==> config.mk <==
export PLATFORM = sky130hd
export DESIGN_NAME = encoder_checked_rotary_positioner
export DESIGN_NICKNAME = d
export VERILOG_FILES = /design/src/hdl/ecrp_pkg.sv /design/src/hdl/ecrp_frame_check.sv /design/src/hdl/ecrp_next_state.sv /design/src/hdl/ecrp_out_buf.sv /design/src/hdl/encoder_checked_rotary_positioner.sv
export SDC_FILE = /design/constraint.sdc
export NUM_CORES = 1
export LEC_CHECK = 0
export ABC_AREA = 0
export ABC_CLOCK_PERIOD_IN_PS = 15900
export BUFFER_PORTS_ARGS = -buffer_cell sky130_fd_sc_hd__buf_2
export CAP_MARGIN = 15
export CORE_MARGIN = 5
export CORE_UTILIZATION = 40
export DETAILED_ROUTE_END_ITERATION = 10
export PLACE_DENSITY = 0.55
export SYNTH_ARGS = -nofsm -noshare
export SYNTH_HDL_FRONTEND = slang
export SYNTH_SLANG_ARGS = --single-unit
export TNS_END_PERCENT = 100
==> constraint.sdc <==
create_clock -name clk -period 15.9 [get_ports clk]
set_input_delay 3.18 -clock clk [delete_from_list [all_inputs] [get_ports clk]]
set_output_delay 3.18 -clock clk [all_outputs]
set_load 0.02 [all_outputs]
==> src/hdl/ecrp_pkg.sv <==
// Shared types and constants for the encoder-checked rotary positioner.
// No dependencies; every other file in hdl/ imports this package.
package ecrp_pkg;

	localparam int PosW    = 12;
	localparam int GoalW   = 13;
	localparam int FrameW  = 16;
	localparam int CfgIdxW = 3;
	localparam int CfgDatW = 16;

	localparam logic [PosW-1:0] ScaleOffset = 12'd128;
	// wrap bounds: 350 and 10 degrees in 1/4096 rev
	localparam logic [PosW-1:0] WrapHiMin = 12'd3983;
	localparam logic [PosW-1:0] WrapLoMax = 12'd113;

	localparam logic [1:0] MODE_START  = 2'd0;
	localparam logic [1:0] MODE_SAMPLE = 2'd1;
	localparam logic [1:0] MODE_TICK   = 2'd2;

	localparam logic [CfgIdxW-1:0] CFG_PURGE    = 3'd0;
	localparam logic [CfgIdxW-1:0] CFG_CW_SLIP  = 3'd1;
	localparam logic [CfgIdxW-1:0] CFG_CCW_SLIP = 3'd2;
	localparam logic [CfgIdxW-1:0] CFG_MAX_FAIL = 3'd3;
	localparam logic [CfgIdxW-1:0] CFG_TIMEOUT  = 3'd4;

	typedef enum logic [2:0] {
		ST_IDLE      = 3'd0,
		ST_MOVING    = 3'd1,
		ST_ARRIVED   = 3'd2,
		ST_BAD_START = 3'd3,
		ST_ENC_LOST  = 3'd4,
		ST_TIMEOUT   = 3'd5
	} status_t;

	typedef struct packed {
		logic [11:0] purge_position;
		logic [9:0]  cw_slip;
		logic [9:0]  ccw_slip;
		logic [7:0]  max_failures;
		logic [15:0] timeout_ms;
	} cfg_t;

	typedef struct packed {
		logic [PosW-1:0]         current_position;
		logic signed [7:0]       turns;
		logic [7:0]              failure_count;
		logic [15:0]             elapsed_ms;
		logic signed [GoalW-1:0] adapted_goal;
		logic                    moving;
		logic                    heading_cw;
	} state_t;

	typedef struct packed {
		status_t                status;
		logic                   motor_on;
		logic                   direction_cw;
		logic signed [PosW-1:0] scaled_position;
		logic signed [7:0]      turn_count;
	} result_t;

endpackage

==> src/hdl/ecrp_frame_check.sv <==
// Encoder frame decode: two odd-parity check groups and the 12-bit angle.
// Depends on ecrp_pkg.
module ecrp_frame_check (
	input  logic [15:0] frame,
	output logic        good,
	output logic [11:0] pos
);
	import ecrp_pkg::*;

	// bit 15 covers the odd bits, bit 14 the even bits; each group is odd parity
	assign good = (^(frame & 16'hAAAA)) & (^(frame & 16'h5555));
	assign pos  = frame[13:2];

endmodule

==> src/hdl/ecrp_next_state.sv <==
// Next-state and result logic for one request, purely combinational.
// Depends on ecrp_pkg and ecrp_frame_check.
module ecrp_next_state (
	input  ecrp_pkg::cfg_t    cfg,
	input  ecrp_pkg::state_t  st,
	input  logic [1:0]        mode,
	input  logic [15:0]       frame,
	input  logic [11:0]       target_position,
	output ecrp_pkg::state_t  nxt,
	output ecrp_pkg::result_t res
);
	import ecrp_pkg::*;

	logic                    good;
	logic [PosW-1:0]         pos;
	logic signed [PosW-1:0]  sg;
	logic signed [PosW-1:0]  sp;
	logic signed [PosW-1:0]  sa;
	logic signed [PosW-1:0]  sc;
	logic signed [GoalW-1:0] diff;
	logic                    head;
	status_t                 status;

	function automatic logic signed [PosW-1:0] scale_pos(input logic [PosW-1:0] a,
			input logic [PosW-1:0] purge);
		logic [PosW-1:0] s;
		s = a - purge + ScaleOffset;
		return signed'(s);
	endfunction

	ecrp_frame_check u_frame (
		.frame (frame),
		.good  (good),
		.pos   (pos)
	);

	assign sg   = scale_pos(target_position, cfg.purge_position);
	assign sp   = scale_pos(pos, cfg.purge_position);
	assign diff = GoalW'(sg) - GoalW'(sp);
	assign head = ~diff[GoalW-1];

	// arrival check position for a sample: new frame if good, else the held one
	assign sa = scale_pos(good ? pos : st.current_position, cfg.purge_position);

	always_comb begin
		nxt    = st;
		status = st.moving ? ST_MOVING : ST_IDLE;
		case (mode)
			MODE_START: begin
				nxt.turns         = '0;
				nxt.failure_count = '0;
				nxt.elapsed_ms    = '0;
				if (!good) begin
					nxt.moving = 1'b0;
					status     = ST_BAD_START;
				end else begin
					nxt.current_position = pos;
					nxt.heading_cw       = head;
					nxt.adapted_goal     = head
						? GoalW'(sg) - signed'(GoalW'(cfg.cw_slip))
						: GoalW'(sg) + signed'(GoalW'(cfg.ccw_slip));
					nxt.moving = 1'b1;
					status     = ST_MOVING;
				end
			end
			MODE_SAMPLE: begin
				if (st.moving) begin
					if (good) begin
						nxt.current_position = pos;
						nxt.failure_count    = '0;
						if (pos >= WrapHiMin && st.current_position <= WrapLoMax) begin
							if (st.turns != -8'sd127) nxt.turns = st.turns - 8'sd1;
						end else if (pos <= WrapLoMax && st.current_position >= WrapHiMin) begin
							if (st.turns != 8'sd127) nxt.turns = st.turns + 8'sd1;
						end
					end else if (st.failure_count != 8'hFF) begin
						nxt.failure_count = st.failure_count + 8'd1;
					end
					status = ST_MOVING;
					if (nxt.failure_count >= cfg.max_failures) begin
						nxt.moving = 1'b0;
						status     = ST_ENC_LOST;
					end else if (st.elapsed_ms > cfg.timeout_ms) begin
						nxt.moving = 1'b0;
						status     = ST_TIMEOUT;
					end else if ((st.heading_cw && GoalW'(sa) >= st.adapted_goal) ||
							(!st.heading_cw && GoalW'(sa) <= st.adapted_goal)) begin
						nxt.moving = 1'b0;
						status     = ST_ARRIVED;
					end
				end
			end
			MODE_TICK: begin
				if (st.moving) begin
					if (st.elapsed_ms != 16'hFFFF) nxt.elapsed_ms = st.elapsed_ms + 16'd1;
					status = ST_MOVING;
					if (nxt.elapsed_ms > cfg.timeout_ms) begin
						nxt.moving = 1'b0;
						status     = ST_TIMEOUT;
					end
				end
			end
			default: begin
			end
		endcase
	end

	// position after this request (held position when the frame was bad)
	assign sc = scale_pos(nxt.current_position, cfg.purge_position);

	assign res.status          = status;
	assign res.motor_on        = nxt.moving;
	assign res.direction_cw    = nxt.heading_cw;
	assign res.scaled_position = sc;
	assign res.turn_count      = nxt.turns;

endmodule

==> src/hdl/ecrp_out_buf.sv <==
// Result register with one skid entry so input accept does not wait on out_ready.
// Depends on ecrp_pkg.
module ecrp_out_buf (
	input  logic              clk,
	input  logic              arst_n,
	input  logic              push,
	input  ecrp_pkg::result_t push_data,
	output logic              can_push,
	output logic              out_valid,
	input  logic              out_ready,
	output ecrp_pkg::result_t out_data
);
	import ecrp_pkg::*;

	logic    out_valid_q;
	logic    skid_valid_q;
	result_t out_data_q;
	result_t skid_data_q;

	assign can_push  = ~skid_valid_q;
	assign out_valid = out_valid_q;
	assign out_data  = out_data_q;

	always_ff @(posedge clk or negedge arst_n) begin
		if (!arst_n) begin
			out_valid_q  <= 1'b0;
			skid_valid_q <= 1'b0;
		end else if (out_ready || !out_valid_q) begin
			if (skid_valid_q) begin
				out_valid_q  <= 1'b1;
				skid_valid_q <= 1'b0;
			end else begin
				out_valid_q <= push;
			end
		end else if (push) begin
			skid_valid_q <= 1'b1;
		end
	end

	always_ff @(posedge clk) begin
		if (out_ready || !out_valid_q) begin
			out_data_q <= skid_valid_q ? skid_data_q : push_data;
		end else if (push) begin
			skid_data_q <= push_data;
		end
	end

endmodule

==> src/hdl/encoder_checked_rotary_positioner.sv <==
// Rotary positioner top: config registers, move state and result buffer.
// An accepted request's result is registered in the result register, or in the skid entry while out_* stalls.
// Throughput: one request per cycle while in_ready is high; the state update is a single combinational pass.
// in_ready drops only while both result register and skid entry hold results.
// Reset (arst_n low, asynchronous): config to defaults, motor stopped, heading cw.
// Depends on ecrp_pkg, ecrp_next_state, ecrp_frame_check, ecrp_out_buf.
module encoder_checked_rotary_positioner (
	input  logic                clk,
	input  logic                arst_n,
	input  logic                in_valid,
	output logic                in_ready,
	input  logic [1:0]          mode,
	input  logic [15:0]         frame,
	input  logic [11:0]         target_position,
	output logic                out_valid,
	input  logic                out_ready,
	output ecrp_pkg::status_t   status,
	output logic                motor_on,
	output logic                direction_cw,
	output logic signed [11:0]  scaled_position,
	output logic signed [7:0]   turn_count,
	input  logic                cfg_valid,
	output logic                cfg_ready,
	input  logic [2:0]          cfg_index,
	input  logic [15:0]         cfg_data
);
	import ecrp_pkg::*;

	cfg_t    cfg_q;
	state_t  state_q;
	state_t  state_nxt;
	result_t res;
	result_t out_data;
	logic    accept;

	assign cfg_ready = 1'b1;
	assign accept    = in_valid & in_ready;

	always_ff @(posedge clk or negedge arst_n) begin
		if (!arst_n) begin
			cfg_q.purge_position <= 12'd0;
			cfg_q.cw_slip        <= 10'd59;
			cfg_q.ccw_slip       <= 10'd0;
			cfg_q.max_failures   <= 8'd10;
			cfg_q.timeout_ms     <= 16'd10000;
		end else if (cfg_valid) begin
			unique case (cfg_index)
				CFG_PURGE:    cfg_q.purge_position <= cfg_data[11:0];
				CFG_CW_SLIP:  cfg_q.cw_slip        <= cfg_data[9:0];
				CFG_CCW_SLIP: cfg_q.ccw_slip       <= cfg_data[9:0];
				CFG_MAX_FAIL: cfg_q.max_failures   <= cfg_data[7:0];
				CFG_TIMEOUT:  cfg_q.timeout_ms     <= cfg_data;
				default: begin
				end
			endcase
		end
	end

	ecrp_next_state u_next (
		.cfg             (cfg_q),
		.st              (state_q),
		.mode            (mode),
		.frame           (frame),
		.target_position (target_position),
		.nxt             (state_nxt),
		.res             (res)
	);

	always_ff @(posedge clk or negedge arst_n) begin
		if (!arst_n) begin
			state_q <= '{current_position: '0, turns: '0, failure_count: '0,
				elapsed_ms: '0, adapted_goal: '0, moving: 1'b0, heading_cw: 1'b1};
		end else if (accept) begin
			state_q <= state_nxt;
		end
	end

	ecrp_out_buf u_out (
		.clk       (clk),
		.arst_n    (arst_n),
		.push      (accept),
		.push_data (res),
		.can_push  (in_ready),
		.out_valid (out_valid),
		.out_ready (out_ready),
		.out_data  (out_data)
	);

	assign status          = out_data.status;
	assign motor_on        = out_data.motor_on;
	assign direction_cw    = out_data.direction_cw;
	assign scaled_position = out_data.scaled_position;
	assign turn_count      = out_data.turn_count;

endmodule
==> impl_metrics.yaml <==
clocking:
  cts_buffers: 17
  cts.htree.levels: 4
  post-cts-setup-buffers: 0
  cts_tree: "built"
  cts_hold_buf: 0
  clk_latency_ps: 450
  cts.sinks: 167
  clock_path_buffers: 2
  cts-resized-gates: 0
  cts_root_buf: "clkbuf_16"
  clkTransAtPathRegs_ps: 70
sta:
  relSlewSlack: 0.307
  final_hold_viol_count: 0
  min_period_over_period: 0.571
  worst_pin_slew_ps: 1040
  rsz0062_at_grt: "false"
  skew_ps: 9.38
  period_needed_ps: 9070
  fin_tns_setup_ps: 0
  maxSlewViolCount: 0
  setup_viol: 0
  timing.fmax_mhz: 110
synthesis:
  async_reset_ff_frac: 0.701
  yosysWarnings: 0
  synth_fp_nets: 1601
  postSynthCellCount: 1372
  synth_cell_type_count: 70
  netlist_area_sq_mm: 0.0128
  synth_edf_count: 50
  yosys_most_used_dff: "dfrtp_1"
  syn_area_per_cell_sq_um: 9.29
  synth_sequential_area_ratio: 0.349
  ys_seq_elements: 167
grt:
  grt_pass1_wl_um: 53600
  grt.total_usage: 0.189
  grt_max_degree: 46
  grt_pass1_vias: 9857
  antenna_found_initial: 1
  grt_overflow: 0
die:
  fp.dieW_um: 189
  core_sq_mm: 0.0316
  start_util: 0.404
  die_h_um: 189
  dieArea_sq_mm: 0.0355
  ioPinCount: 82
  num_rows: 65
hold_path:
  hold_path.class: "flop to flop"
critical_path:
  arrival_ps: 9270
  crit_path_start_kind: "input pin"
  endpoint_kind: "flop"
  path_common_cell: "o21ai_0"
  cpMaxStageDelayCell: "nor4b_1"
  critPathKind: "input pin to flop"
  max_stage_delay_ps: 460
  crit_required_ps: 16100
  critPathMaxFanout: 28
detailed_routing:
  first_pass_iters: 5
  vias: 10100
  final_antenna_net_count: 0
  drtIter0Drc: 561
  wire_per_inst_um: 18.1
  routed_wl_um: 33600
  vias_per_cell: 5.48
  route.detailed.drc: 0
pwr:
  total_power_w: 0.00303
  p_leak_nw: 6.50
  ir_worst_vdd_uv: 87.7
  power_density_mw_per_mm2: 214
final_layout:
  syn_to_final_growth_pct: 11.0
  final_util: 0.448
  drive_above_1_share: 0.146
  finish.instance_area_sq_mm: 0.0142
  final_cells: 1852
  layout.nets: 1665
  fill_cells: 3060
place:
  io_buffers: 80
  dp.cells: 1819
  place_hpwl_um: 26000
  place_congestion: 0.857
  dpl_cell_area_sq_mm: 0.0136
run_status:
  status: "finished clean"
job:
  cap_viol_max_count: 0
-- worst paths after layout --
kind,from,end,depth (start not counted),slack [ps]
max,frame[1],u_out.out_data[22]$_DFFE_PN_,29,6830
min,state_q[3]$_DFFE_PN0P_,state_q[3]$_DFFE_PN0P_,2,480
max reg2reg,cfg_q[45]$_DFFE_PN0P_,state_q[14]$_DFFE_PN0P_,27,9540
min reg2reg,state_q[3]$_DFFE_PN0P_,state_q[3]$_DFFE_PN0P_,2,480
max in group asynchronous,arst_n,state_q[46]$_DFFE_PN0P_,3,11610
min in group asynchronous,arst_n,cfg_q[43]$_DFFE_PN0P_,1,2690
-- Yosys cell counts (7+ instances only) --
| cell | instances | area [sq um] |
|---|---|---|
| a22o_1 | 12 | 105 |
| nand4_1 | 18 | 113 |
| o211ai_1 | 15 | 113 |
| edfxtp_1 | 50 | 1500 |
| a21o_1 | 21 | 158 |
| dfrtp_1 | 104 | 2600 |
| xor2_1 | 31 | 272 |
| mux2i_1 | 16 | 160 |
| a22oi_1 | 10 | 75.1 |
| inv_1 | 115 | 432 |
| nor2_1 | 74 | 278 |
| and2_1 | 8 | 50.1 |
| o31ai_1 | 13 | 97.6 |
| a21oi_1 | 67 | 335 |
| dfstp_2 | 13 | 342 |
| nand3_1 | 28 | 140 |
| ha_1 | 170 | 2130 |
| o21a_1 | 9 | 67.6 |
| nor2b_1 | 14 | 87.6 |
| nor4_1 | 7 | 43.8 |
| clkbuf_1 | 41 | 154 |
| mux2_2 | 57 | 642 |
| xnor2_1 | 55 | 482 |
| nand2b_1 | 14 | 87.6 |
| nand2_1 | 159 | 597 |
| and3_1 | 10 | 62.6 |
| o21ai_0 | 113 | 566 |
| nor3_1 | 24 | 120 |
| a31oi_1 | 11 | 68.8 |
-- power breakdown --
group / internal, W / switching (W) / leakage [nW]
sequential: 0.000592 / 0.0000871 / 1.95
clock: 0.000219 / 0.000191 / 0.275
combinational: 0.000851 / 0.00109 / 4.27
-- layer usage --
metal | up-vias | global-route usage | share of wire
met5 | - | 0 | 0
met4 | 0 | 0.0544 | 0.022
met3 | 37 | 0.0361 | 0.051
met2 | 255 | 0.287 | 0.42
met1 | 4809 | 0.275 | 0.50
li1 | 5042 | - | -
-- worst max-delay path, delay by kind of cell --
family,cells,cell delay [ps]
xor+xnor,4,980
mux,2,570
fa+ha+maj,4,1140
simple gates,6,1080
compound gates,9,1670
buf+inv,4,610
-- through the flow --
step | hold slack [ps] | worst slack [ps]
2_1_floorplan | 449 | 7360
6_report | 482 | 6830
3_5_place_dp | 473 | 6390
3_3_place_gp | 464 | 6530
5_1_grt | 506 | 6300
4_1_cts | 487 | 6860
-- flip-flops by register name, indices dropped and copies added, names as in the netlist --
register,cells
u_out.skid_data_q,25
cfg_q,56
u_out.out_data,25
state_q,59
u_out.skid_valid_q,1
u_out.out_valid,1
-- layout by cell type (no fill, tap or decap), types with 7 or more instances in the layout --
cell type    n
nand2_1    159
dfstp_2     13
inv_1      115
nand2b_1    14
o31ai_1     13
a21oi_1     67
nor4_1       7
xnor2_1     55
ha_1       170
o21a_1       9
dfrtp_1    104
mux2_2      57
nor2b_1     14
a21o_1      21
o211ai_1    15
and2_1       8
o21ai_0    111
a22o_1      12
mux2i_1     16
buf_2       79
buf_4       15
nor3_1      23
and3_1      10
xor2_1      31
a22oi_1     10
clkbuf_16   17
nor2_1      72
a31oi_1     11
edfxtp_1    50
nand4_1     18
nand3_1     28
-- kinds of logic after synthesis --
logic type / Yosys count / share of synthesized area
buffers and inverters: 164 / 0.0504
AND/OR/NAND/NOR: 378 / 0.137
adder cells (fa/ha/maj): 175 / 0.175
flip-flops: 167 / 0.349
other: 1 / 0.000294
XOR/XNOR: 88 / 0.0626
multiplexers: 73 / 0.0629
AO/OA/AOI/OAI: 326 / 0.163
-- layout make-up --
class	count	area [sq um]	area share
Tap cell	402	503	0.0355
Timing Repair Buffer	94	508	0.0359
Inverter	115	432	0.0305
Sequential cell	167	4450	0.314
Clock buffer	17	425	0.0301
Clock inverter	15	141	0.00999
Antenna cell	1	2.50	0.000177
Multi-Input combinational cell	1041	7690	0.544
Power figures use the tool's default switching activity.
